<file path="config.mk">
export PLATFORM = sky130hd
export DESIGN_NAME = tab_expand_page_fill_core
export DESIGN_NICKNAME = d
export VERILOG_FILES = /design/src/tep_pkg.sv /design/src/tep_rem_unit.sv /design/src/tab_expand_page_fill_core.sv
export SDC_FILE = /design/constraint.sdc
export NUM_CORES = 1
export LEC_CHECK = 0
export ABC_AREA = 0
export BUFFER_PORTS_ARGS = -buffer_cell sky130_fd_sc_hd__clkbuf_2
export CAP_MARGIN = 20
export CELL_PAD_IN_SITES_DETAIL_PLACEMENT = 0
export CELL_PAD_IN_SITES_GLOBAL_PLACEMENT = 2
export CORE_MARGIN = 2
export CORE_UTILIZATION = 42
export CTS_CLUSTER_DIAMETER = 150
export DETAILED_ROUTE_END_ITERATION = 10
export PLACE_DENSITY = 0.82
export SYNTH_ARGS = -nofsm -noshare
export SYNTH_HDL_FRONTEND = slang
export SYNTH_SLANG_ARGS = --single-unit
export TNS_END_PERCENT = 30
</file>
<file path="constraint.sdc">
create_clock -name clk -period 10.3 [get_ports clk]
set_input_delay 0.515 -clock clk [delete_from_list [all_inputs] [get_ports clk]]
set_output_delay 0.515 -clock clk [all_outputs]
set_load 0.05 [all_outputs]
</file>
<file path="src/tep_pkg.sv">
// Shared constants and types for the tab expansion and page fill block.
package tep_pkg;

	// Column and line counter width
	localparam int COUNTER_WIDTH = 16;

	// Character codes
	localparam logic [7:0] CHAR_TAB       = 8'd9;
	localparam logic [7:0] CHAR_NEWLINE   = 8'd10;
	localparam logic [7:0] CHAR_FORM_FEED = 8'd12;
	localparam logic [7:0] CHAR_SPACE     = 8'd32;

	// Configuration register indexes
	localparam logic [1:0] CFG_FIRST_TAB_WIDTH = 2'd0;
	localparam logic [1:0] CFG_TAB_WIDTH       = 2'd1;
	localparam logic [1:0] CFG_PAGE_LENGTH     = 2'd2;

	// Configuration reset values
	localparam logic [7:0]  RST_FIRST_TAB_WIDTH = 8'd8;
	localparam logic [7:0]  RST_TAB_WIDTH       = 8'd8;
	localparam logic [15:0] RST_PAGE_LENGTH     = 16'd66;

	// Sequencer states
	typedef enum logic [1:0] {
		ST_IDLE,
		ST_DIVIDE,
		ST_FINISH
	} state_t;

	// Status of the remainder unit
	typedef struct packed {
		logic busy;
		logic done;
	} rem_stat_t;

endpackage

</file>
<file path="src/tep_rem_unit.sv">
// Bit-serial restoring remainder unit: column modulo tab width, one bit per cycle.
module tep_rem_unit #(
	parameter int COUNTER_WIDTH = tep_pkg::COUNTER_WIDTH
) (
	input  logic                     clk,
	input  logic                     arst_n,
	input  logic                     start,
	input  logic [COUNTER_WIDTH-1:0] dividend,
	input  logic [7:0]               divisor,
	output tep_pkg::rem_stat_t       stat,
	output logic [7:0]               remainder
);

	localparam int CNT_W = $clog2(COUNTER_WIDTH + 1);

	logic                     busy_q;
	logic                     done_q;
	logic [CNT_W-1:0]         cnt_q;
	logic [COUNTER_WIDTH-1:0] shift_q;
	logic [7:0]               rem_q;
	logic [8:0]               trial;
	logic [8:0]               rem_next;

	// Shift in the next dividend bit and subtract the divisor if it fits
	always_comb begin
		trial = {rem_q, shift_q[COUNTER_WIDTH-1]};
		if (trial >= {1'b0, divisor}) begin
			rem_next = trial - {1'b0, divisor};
		end else begin
			rem_next = trial;
		end
	end

	// Sequence the iterations
	always_ff @(posedge clk or negedge arst_n) begin
		if (!arst_n) begin
			busy_q <= 1'b0;
			done_q <= 1'b0;
			cnt_q  <= '0;
		end else if (start) begin
			busy_q <= 1'b1;
			done_q <= 1'b0;
			cnt_q  <= CNT_W'(COUNTER_WIDTH);
		end else if (busy_q) begin
			cnt_q <= cnt_q - 1'b1;
			if (cnt_q == CNT_W'(1)) begin
				busy_q <= 1'b0;
				done_q <= 1'b1;
			end
		end else begin
			done_q <= 1'b0;
		end
	end

	// Hold the partial remainder and the remaining dividend bits
	always_ff @(posedge clk) begin
		if (start) begin
			shift_q <= dividend;
			rem_q   <= '0;
		end else if (busy_q) begin
			shift_q <= shift_q << 1;
			rem_q   <= rem_next[7:0];
		end
	end

	assign stat.busy = busy_q;
	assign stat.done = done_q;
	assign remainder = rem_q;

endmodule

</file>
<file path="src/tab_expand_page_fill_core.sv">
// Top level: tab expansion with page fill, column and line counters, output register.
//
//   channel  direction  signals                        payload
//   in       input      in_valid, in_stall             in_byte
//   out      output     out_valid, out_stall           out_byte, repeat_count
//   cfg      input      cfg_we, cfg_index, cfg_data    first_tab_width, tab_width, page_length
//
// A tab waits in the divide state for the bit-serial remainder unit before it
// reaches the finish state; every other byte goes straight from idle to finish.
// Reset clears both counters and loads the register defaults.
// in_stall is high while an item is in work; a stalled output holds the
// finished item in the sequencer until the output register frees up.
module tab_expand_page_fill_core #(
	parameter int COUNTER_WIDTH = tep_pkg::COUNTER_WIDTH
) (
	input  logic        clk,
	input  logic        arst_n,
	input  logic        in_valid,
	output logic        in_stall,
	input  logic [7:0]  in_byte,
	output logic        out_valid,
	input  logic        out_stall,
	output logic [7:0]  out_byte,
	output logic [15:0] repeat_count,
	input  logic        cfg_we,
	input  logic [1:0]  cfg_index,
	input  logic [15:0] cfg_data
);

	localparam int LW = (COUNTER_WIDTH > 16) ? COUNTER_WIDTH : 16;
	localparam logic [COUNTER_WIDTH-1:0] CNT_MAX = {COUNTER_WIDTH{1'b1}};

	tep_pkg::state_t          state_q;
	tep_pkg::state_t          state_nxt;
	tep_pkg::rem_stat_t       rem_stat;

	logic [7:0]               first_tab_q;
	logic [7:0]               tab_width_q;
	logic [15:0]              page_len_q;
	logic [COUNTER_WIDTH-1:0] col_q;
	logic [COUNTER_WIDTH-1:0] line_q;
	logic [7:0]               byte_q;
	logic                     out_valid_q;
	logic [7:0]               out_byte_q;
	logic [15:0]              out_count_q;

	logic                     in_xfer;
	logic                     rem_start;
	logic                     commit;
	logic [COUNTER_WIDTH-1:0] col_inc;
	logic [7:0]               tab_w;
	logic [7:0]               rem;
	logic [7:0]               pad;
	logic [COUNTER_WIDTH:0]   col_sum;
	logic [LW-1:0]            page_ext;
	logic [LW-1:0]            line_ext;
	logic [LW-1:0]            ff_diff;
	logic [7:0]               res_byte;
	logic [15:0]              res_count;
	logic [COUNTER_WIDTH-1:0] col_nxt;
	logic [COUNTER_WIDTH-1:0] line_nxt;

	// Write configuration registers
	always_ff @(posedge clk or negedge arst_n) begin
		if (!arst_n) begin
			first_tab_q <= tep_pkg::RST_FIRST_TAB_WIDTH;
			tab_width_q <= tep_pkg::RST_TAB_WIDTH;
			page_len_q  <= tep_pkg::RST_PAGE_LENGTH;
		end else if (cfg_we) begin
			case (cfg_index)
				tep_pkg::CFG_FIRST_TAB_WIDTH: first_tab_q <= cfg_data[7:0];
				tep_pkg::CFG_TAB_WIDTH:       tab_width_q <= cfg_data[7:0];
				tep_pkg::CFG_PAGE_LENGTH:     page_len_q  <= cfg_data;
				default: ;
			endcase
		end
	end

	// Treat a zero tab width as one
	assign tab_w   = (tab_width_q == 8'd0) ? 8'd1 : tab_width_q;
	assign col_inc = (col_q == CNT_MAX) ? col_q : col_q + 1'b1;
	assign in_xfer = in_valid && !in_stall;

	// Column modulo tab width
	tep_rem_unit #(
		.COUNTER_WIDTH(COUNTER_WIDTH)
	) u_rem (
		.clk      (clk),
		.arst_n   (arst_n),
		.start    (rem_start),
		.dividend (col_inc),
		.divisor  (tab_w),
		.stat     (rem_stat),
		.remainder(rem)
	);

	// Next state
	always_comb begin
		state_nxt = state_q;
		case (state_q)
			tep_pkg::ST_IDLE: begin
				if (in_valid) begin
					state_nxt = (in_byte == tep_pkg::CHAR_TAB) ? tep_pkg::ST_DIVIDE
					                                           : tep_pkg::ST_FINISH;
				end
			end
			tep_pkg::ST_DIVIDE: begin
				if (rem_stat.done) begin
					state_nxt = tep_pkg::ST_FINISH;
				end
			end
			tep_pkg::ST_FINISH: begin
				if (!out_valid_q || !out_stall) begin
					state_nxt = tep_pkg::ST_IDLE;
				end
			end
			default: state_nxt = tep_pkg::ST_IDLE;
		endcase
	end

	// Sequencer outputs
	always_comb begin
		in_stall  = (state_q != tep_pkg::ST_IDLE);
		rem_start = (state_q == tep_pkg::ST_IDLE) && in_valid && (in_byte == tep_pkg::CHAR_TAB);
		commit    = (state_q == tep_pkg::ST_FINISH) && (!out_valid_q || !out_stall);
	end

	always_ff @(posedge clk or negedge arst_n) begin
		if (!arst_n) begin
			state_q <= tep_pkg::ST_IDLE;
		end else begin
			state_q <= state_nxt;
		end
	end

	// Form the result and the counter updates for the held byte
	always_comb begin
		page_ext  = LW'(page_len_q);
		line_ext  = LW'(line_q);
		ff_diff   = page_ext - line_ext;
		if (col_q < COUNTER_WIDTH'(first_tab_q)) begin
			pad = first_tab_q - col_q[7:0];
		end else if (rem == 8'd0) begin
			pad = 8'd0;
		end else begin
			pad = tab_w - rem;
		end
		col_sum   = {1'b0, col_q} + (COUNTER_WIDTH + 1)'(pad);
		res_byte  = byte_q;
		res_count = 16'd1;
		col_nxt   = col_q;
		line_nxt  = line_q;
		case (byte_q)
			tep_pkg::CHAR_NEWLINE: begin
				col_nxt  = '0;
				line_nxt = (line_q == CNT_MAX) ? line_q : line_q + 1'b1;
			end
			tep_pkg::CHAR_TAB: begin
				res_byte  = tep_pkg::CHAR_SPACE;
				res_count = 16'(pad) + 16'd1;
				col_nxt   = col_sum[COUNTER_WIDTH] ? CNT_MAX : col_sum[COUNTER_WIDTH-1:0];
			end
			tep_pkg::CHAR_FORM_FEED: begin
				res_byte  = tep_pkg::CHAR_NEWLINE;
				res_count = (line_ext < page_ext) ? ff_diff[15:0] : 16'd0;
				line_nxt  = '0;
			end
			default: ;
		endcase
	end

	// Advance the counters: column increments on transfer, both settle on commit
	always_ff @(posedge clk or negedge arst_n) begin
		if (!arst_n) begin
			col_q  <= '0;
			line_q <= '0;
		end else if (in_xfer) begin
			col_q <= col_inc;
		end else if (commit) begin
			col_q  <= col_nxt;
			line_q <= line_nxt;
		end
	end

	// Hold the accepted byte
	always_ff @(posedge clk) begin
		if (in_xfer) begin
			byte_q <= in_byte;
		end
	end

	// Output register
	always_ff @(posedge clk or negedge arst_n) begin
		if (!arst_n) begin
			out_valid_q <= 1'b0;
		end else if (commit) begin
			out_valid_q <= 1'b1;
		end else if (!out_stall) begin
			out_valid_q <= 1'b0;
		end
	end

	always_ff @(posedge clk) begin
		if (commit) begin
			out_byte_q  <= res_byte;
			out_count_q <= res_count;
		end
	end

	assign out_valid    = out_valid_q;
	assign out_byte     = out_byte_q;
	assign repeat_count = out_count_q;

	// A non-tab byte skips the remainder unit
	a_skip_div: assert property (@(posedge clk) disable iff (!arst_n)
		(in_xfer && in_byte != tep_pkg::CHAR_TAB) |=> state_q == tep_pkg::ST_FINISH)
		else $error("non-tab byte did not go straight to finish");

	// The remainder unit is never restarted mid-run
	a_div_idle: assert property (@(posedge clk) disable iff (!arst_n)
		rem_start |-> !rem_stat.busy)
		else $error("remainder unit started while busy");

	// Remainder completes only while the sequencer waits for it
	a_div_done: assert property (@(posedge clk) disable iff (!arst_n)
		rem_stat.done |-> state_q == tep_pkg::ST_DIVIDE)
		else $error("remainder done outside divide state");

	// A result appears only after the finish state
	a_out_src: assert property (@(posedge clk) disable iff (!arst_n)
		$rose(out_valid_q) |-> $past(state_q) == tep_pkg::ST_FINISH)
		else $error("output loaded outside finish state");

	// Remainder stays below the divisor
	a_rem_range: assert property (@(posedge clk) disable iff (!arst_n)
		rem_stat.done |-> rem < tab_w)
		else $error("remainder out of range");

endmodule

</file>
# == Yosys cells after proc, flatten, opt, wreduce, memory -nomap -nowiden ==
# Cells that the tools add are included.
# totals
ff_bits,130
n_memories,0
romBits,0
in_bits,31
out_inout_bits,26
elab_cells,99
latch_bits,0
ram_bits,0
# op_classes
n_div,0
n_addsub,9
shift,0
order_cmp,3
mul,0
n_mux,31
bitwise_logic,1
eq_ne,17
reduce_logical,23
# ops
cell,count
16-bit two-way mux,8
16-bit case mux with 2 select lines,3
"16-bit by 1-bit adder with 16-bit output, second input constant",2
"16-bit == test, second input constant",2
"8-bit by 4-bit == test with 1-bit output, second input constant",4
8-bit two-way mux,4
8-bit subtractor,3
16-bit by 8-bit adder with 17-bit output,1
8-bit logical NOT,2
16-bit < comparator,1
16-bit by 8-bit < comparator with 1-bit output,1
8-bit case mux with 2 select lines,1
16-bit subtractor,1
5-bit two-way mux,2
"8-bit by 1-bit adder with 9-bit output, second input constant",1
9-bit by 8-bit >= comparator with 1-bit output,1
1-bit two-way mux,8
2-bit two-way mux,4
2-bit AND reduction,4
2-bit nonzero test,4
"2-bit inequality test, second input constant",3
2-bit case mux with 3 select lines,1
"5-bit by 1-bit == test with 1-bit output, second input constant",1
"5-bit by 1-bit subtractor with 5-bit output, second input constant",1
other kinds (12),21

# == Logic depth before layout (Yosys ltp) ==
# logic_depth
ltp_word,10
ltp_mapped,18

# == Cells and area by module ==
# A second synthesis with hierarchy kept.
# unflattened
cells_unflattened,899
area_unflattened_um2,8605.8
# by_module_without_submodules
mod,area_per_inst_um2,cells_each,seq_area_each_um2,n_inst
tab_expand_page_fill_core,6781.5,727,2642.5,1
tep_rem_unit,1824.2,172,815.8,1

# == Worst setup path after synthesis ==
# Ideal clock, no wire load.
# synth_path
kind,register to register
from,register tab_width_q[3]
to,register col_q[15]
arrival_ns,3.754
slack_ns,6.460
synth_period_minus_slack_ns,3.840
path_stages_with_launch,19
path_cell_list,dfstp_2 nor4_1 a21o_1 inv_1 ha_1 inv_1 fa_1 a211oi_1 nor3b_1 o21ai_0 mux2i_1 mux2_2 ha_1 or2_2 o31a_1 a32oi_1 nor2_1 and4b_1 nor3_1
# synth_via
elab_chain_len,10
# synth_rtl
element,line,text
from (decl),tab_expand_page_fill_core.sv:38,logic [7:0] tab_width_q;
from (signal assigned),tab_expand_page_fill_core.sv:67,tab_width_q <= tep_pkg::RST_TAB_WIDTH;
from (signal assigned),tab_expand_page_fill_core.sv:72,tep_pkg::CFG_TAB_WIDTH: tab_width_q <= cfg_data[7:0];
8-bit logical NOT,tab_expand_page_fill_core.sv:80,assign tab_w = (tab_width_q == 8'd0) ? 8'd1 : tab_width_q;
8-bit two-way mux (*),tab_expand_page_fill_core.sv:80,
8-bit subtractor (*),tab_expand_page_fill_core.sv:146,pad = tab_w - rem;
8-bit two-way mux (*),tab_expand_page_fill_core.sv:143,end else if (rem == 8'd0) begin
8-bit two-way mux (*),tab_expand_page_fill_core.sv:141,if (col_q < COUNTER_WIDTH'(first_tab_q)) begin
16-bit by 8-bit adder with 17-bit output (*),tab_expand_page_fill_core.sv:148,"col_sum = {1'b0, col_q} + (COUNTER_WIDTH + 1)'(pad);"
16-bit two-way mux (*),tab_expand_page_fill_core.sv:161,col_nxt = col_sum[COUNTER_WIDTH] ? CNT_MAX : col_sum[COUNTER_WIDTH-1:0];
16-bit case mux with 2 select lines (*),tab_expand_page_fill_core.sv:153,case (byte_q)
16-bit two-way mux (*),tab_expand_page_fill_core.sv:179,end else if (commit) begin
16-bit two-way mux (*),tab_expand_page_fill_core.sv:177,end else if (in_xfer) begin
to (signal assigned),tab_expand_page_fill_core.sv:178,col_q <= col_inc;
to (signal assigned),tab_expand_page_fill_core.sv:180,col_q <= col_nxt;
to (decl),tab_expand_page_fill_core.sv:40,logic [COUNTER_WIDTH-1:0] col_q;
# Every way passes the cells marked *; elsewhere a longest branch is shown, timed or not. The select of a mux whose other input is x is not followed.
# A chain may end at the register's enable or synchronous reset.

# == Worst setup path after layout ==
# layout_path
from,register tab_width_q[3]
to,register col_q[2]
# The elaborated chain is that of the path after synthesis.

==> impl_metrics.ini <==
[timing]
skew_ns = 0.0115
whs_ns = 0.276
slew_viol_final = 0
rsz0062_at_grt = no
fin_setup_tns_ns = 0
tightest_slew_ns = 1.04
finalCriticalPeriod_ns = 4.37
setup_viol = 0
fin_crit_sh_pct = 42.4
fmax_mhz = 229
finalWorstSetupSlack_ns = 5.93
max_slew_margin_pct = 30.9
hold_viol_final = 0

[cells_and_area]
final_cell_mix = 78 x nand2_1, 76 x inv_1, 73 x nor2_1
area_growth_pct = 13.0
n_antenna_cell = 0
fill_cells = 1978
fin_nets = 1086
multi_input_area_um2 = 4880
regArea_um2 = 3460
drive_gt1_share_pct = 15.5
final-instance-count-excl-fill = 1274
final_common_cell = nand2_1

[logic_synthesis]
synth_edf_count = 48
netlist_instances = 943
synth_area_um2 = 8790
yosysSeqAreaShare_pct = 39.3
ys_warn_count = 0
ys_seq_elements = 130
async_flop_share_pct = 56.9
synth_cell_types = 78
syn_area_per_cell_um2 = 9.32
ys.flop_type = dfrtp_1
syn_nets = 1038

[routing]
drt-vias-per-instance = 5.51
drtIter0Drc = 425
drc = 0
ant_nets = 0
via_count = 7014
routedWlPerCell_um = 17.8
drt-total-wl_mm = 22.7
drt_pass1_iterations = 5

[critical_path]
cp-start-kind = flip-flop
crit_end = col_q[2]
r2r-end = col_q[2]
critPathMaxFanout = 7
timing.rr.start = tab_width_q[3]
crit_type = reg2reg
r2r_cells = 17
r2r_slack_ns = 5.93
endpoint_kind = flip-flop
cp-startpoint = tab_width_q[3]
arrival_ns = 4.66
required_ns = 10.59

[cts]
cts_made_buffers = 17
root_buffer = clkbuf_16
h-tree-depth = 4
cts_setup_buffers = 0
cts_tree = done
cts_resized = 0
cts.sinks = 130
clock_path_buffers = 2
clk_pin_slew_worst_paths_ns = 0.06
clock_latency_ns = 0.42

[floorplan]
die_y_um = 149
dieArea_um2 = 22100
pin_count = 57
die_x_um = 149
coreArea_um2 = 20400
rows = 52
start_util_pct = 43.2

[global_route]
gr-total-overflow = 0
antenna_found_initial = 0
grt.total_usage_pct = 21.7
grt_max_degree = 75
grt_pass1_wl_mm = 37.4
grt_pass1_vias = 6832

[place]
dpl.hpwl_mm = 17.1
portBuffers = 56
gp_congestion = 0.833
pre_cts_slack_ns = 5.99
dp_cells = 1240

[min_path]
min_path_type = in2reg

[pwr]
ir_drop_mv = 0.128
powerDensity_nw_per_um2 = 274
p_leak_nw = 4.11
p_total_w = 0.00272

[flow_run]
cap_violations = 0

[run_status]
status = finished, final reports clean
## Yosys cell counts (10+ instances only)
cell | instances | share of area (%)
clkbuf_1 | 23 | 0.98
dfrtp_1 | 70 | 20
a211oi_1 | 11 | 0.94
ha_1 | 59 | 8.4
o22ai_1 | 10 | 0.71
mux2_2 | 27 | 3.5
edfxtp_1 | 48 | 16
nor2_1 | 73 | 3.1
nor4_1 | 17 | 1.2
xnor2_1 | 42 | 4.2
nand2_1 | 78 | 3.3
a31oi_1 | 16 | 1.1
a21oi_1 | 48 | 2.7
nand3_1 | 22 | 1.3
o21ai_0 | 72 | 4.1
nor3_1 | 23 | 1.3
nand2b_1 | 11 | 0.78
inv_1 | 76 | 3.2
or2_2 | 11 | 0.78
xor2_1 | 14 | 1.4
mux2i_1 | 14 | 1.6
## final cells by class
type	instances	area share [%]
multi-input cells	702	49.1
well taps	270	3.40
repair buffers	64	3.68
flip-flops and latches	130	34.8
clock inverters	14	1.80
clock buffers	18	4.32
inverters	76	2.87
## critical path: stages, from the launching register on
cell,delay [ns]
dfstp_2,0.55
nor4_1,0.06
a21o_1,0.17
inv_1,0.07
ha_1,0.15
inv_1,0.05
fa_1,0.40
a211oi_1,0.32
nor3b_1,0.12
o21ai_0,0.22
mux2i_1,0.13
mux2_2,0.33
ha_1,0.23
or3_1,0.42
o211ai_1,0.57
a21oi_1,0.16
o21ai_0,0.20
a21oi_1,0.09
## routing by layer
metal,vias up,global-route usage (%),wire (um)
met5,-,0,0
met4,0,5.67,317
met3,19,3.40,619
met2,114,32.8,10100
met1,3354,32.6,11700
li1,3527,-,-
## worst min path at each step
stage / start / end / slack (ns) / cells after the start
after floorplan: arst_n / col_q[0] / 0.22 / 0
after global placement: byte_q[4] / out_byte[4] / 0.44 / 0
after detailed placement: byte_q[4] / out_byte[4] / 0.44 / 0
after CTS: in_byte[6] / byte_q[6] / 0.26 / 1
after global routing: in_byte[7] / byte_q[7] / 0.27 / 1
final: in_byte[6] / byte_q[6] / 0.28 / 1
## through the flow
step	instance area [um^2]	utilization [%]
finish	9940	48.8
global route	9940	48.8
CTS	9900	48.6
detailed placement	9290	45.6
global placement	9290	45.6
floorplan	8790	-
## cell families after synthesis
| logic type | Yosys count | synth area share, % |
|---|---|---|
| XOR/XNOR | 56 | 5.58 |
| multiplexers | 41 | 5.05 |
| AND/OR/NAND/NOR | 303 | 17.7 |
| AO/OA/AOI/OAI | 238 | 17.7 |
| flip-flops | 130 | 39.3 |
| adder cells (fa/ha/maj) | 64 | 9.53 |
| buffers and inverters | 111 | 5.11 |
## power breakdown
group | internal, W | switching [W] | leakage, nW
clock | 0.000384 | 0.000249 | 0.290
combinational | 0.000538 | 0.000778 | 2.38
sequential | 0.000665 | 0.000106 | 1.44
total | 0.00159 | 0.00113 | 4.11
## timing repair
action                     CTS  global route
hold buffers                 0             1
hold endpoints to repair     0            12
setup endpoints to repair    0             0
## flip-flops by register name, indices dropped and copies added (netlist names)
| name | cells |
|---|---|
| u_rem.done_q | 1 |
| repeat_count | 16 |
| page_ext | 16 |
| u_rem.shift_q | 16 |
| out_valid | 1 |
| first_tab_q | 8 |
| out_byte | 8 |
| u_rem.cnt_q | 5 |
| u_rem.remainder | 8 |
| byte_q | 8 |
| line_ext | 16 |
| col_q | 16 |
| tab_width_q | 8 |
| state_q | 2 |
| u_rem.busy_q | 1 |
Note: power is estimated with default switching activity, not from simulation.
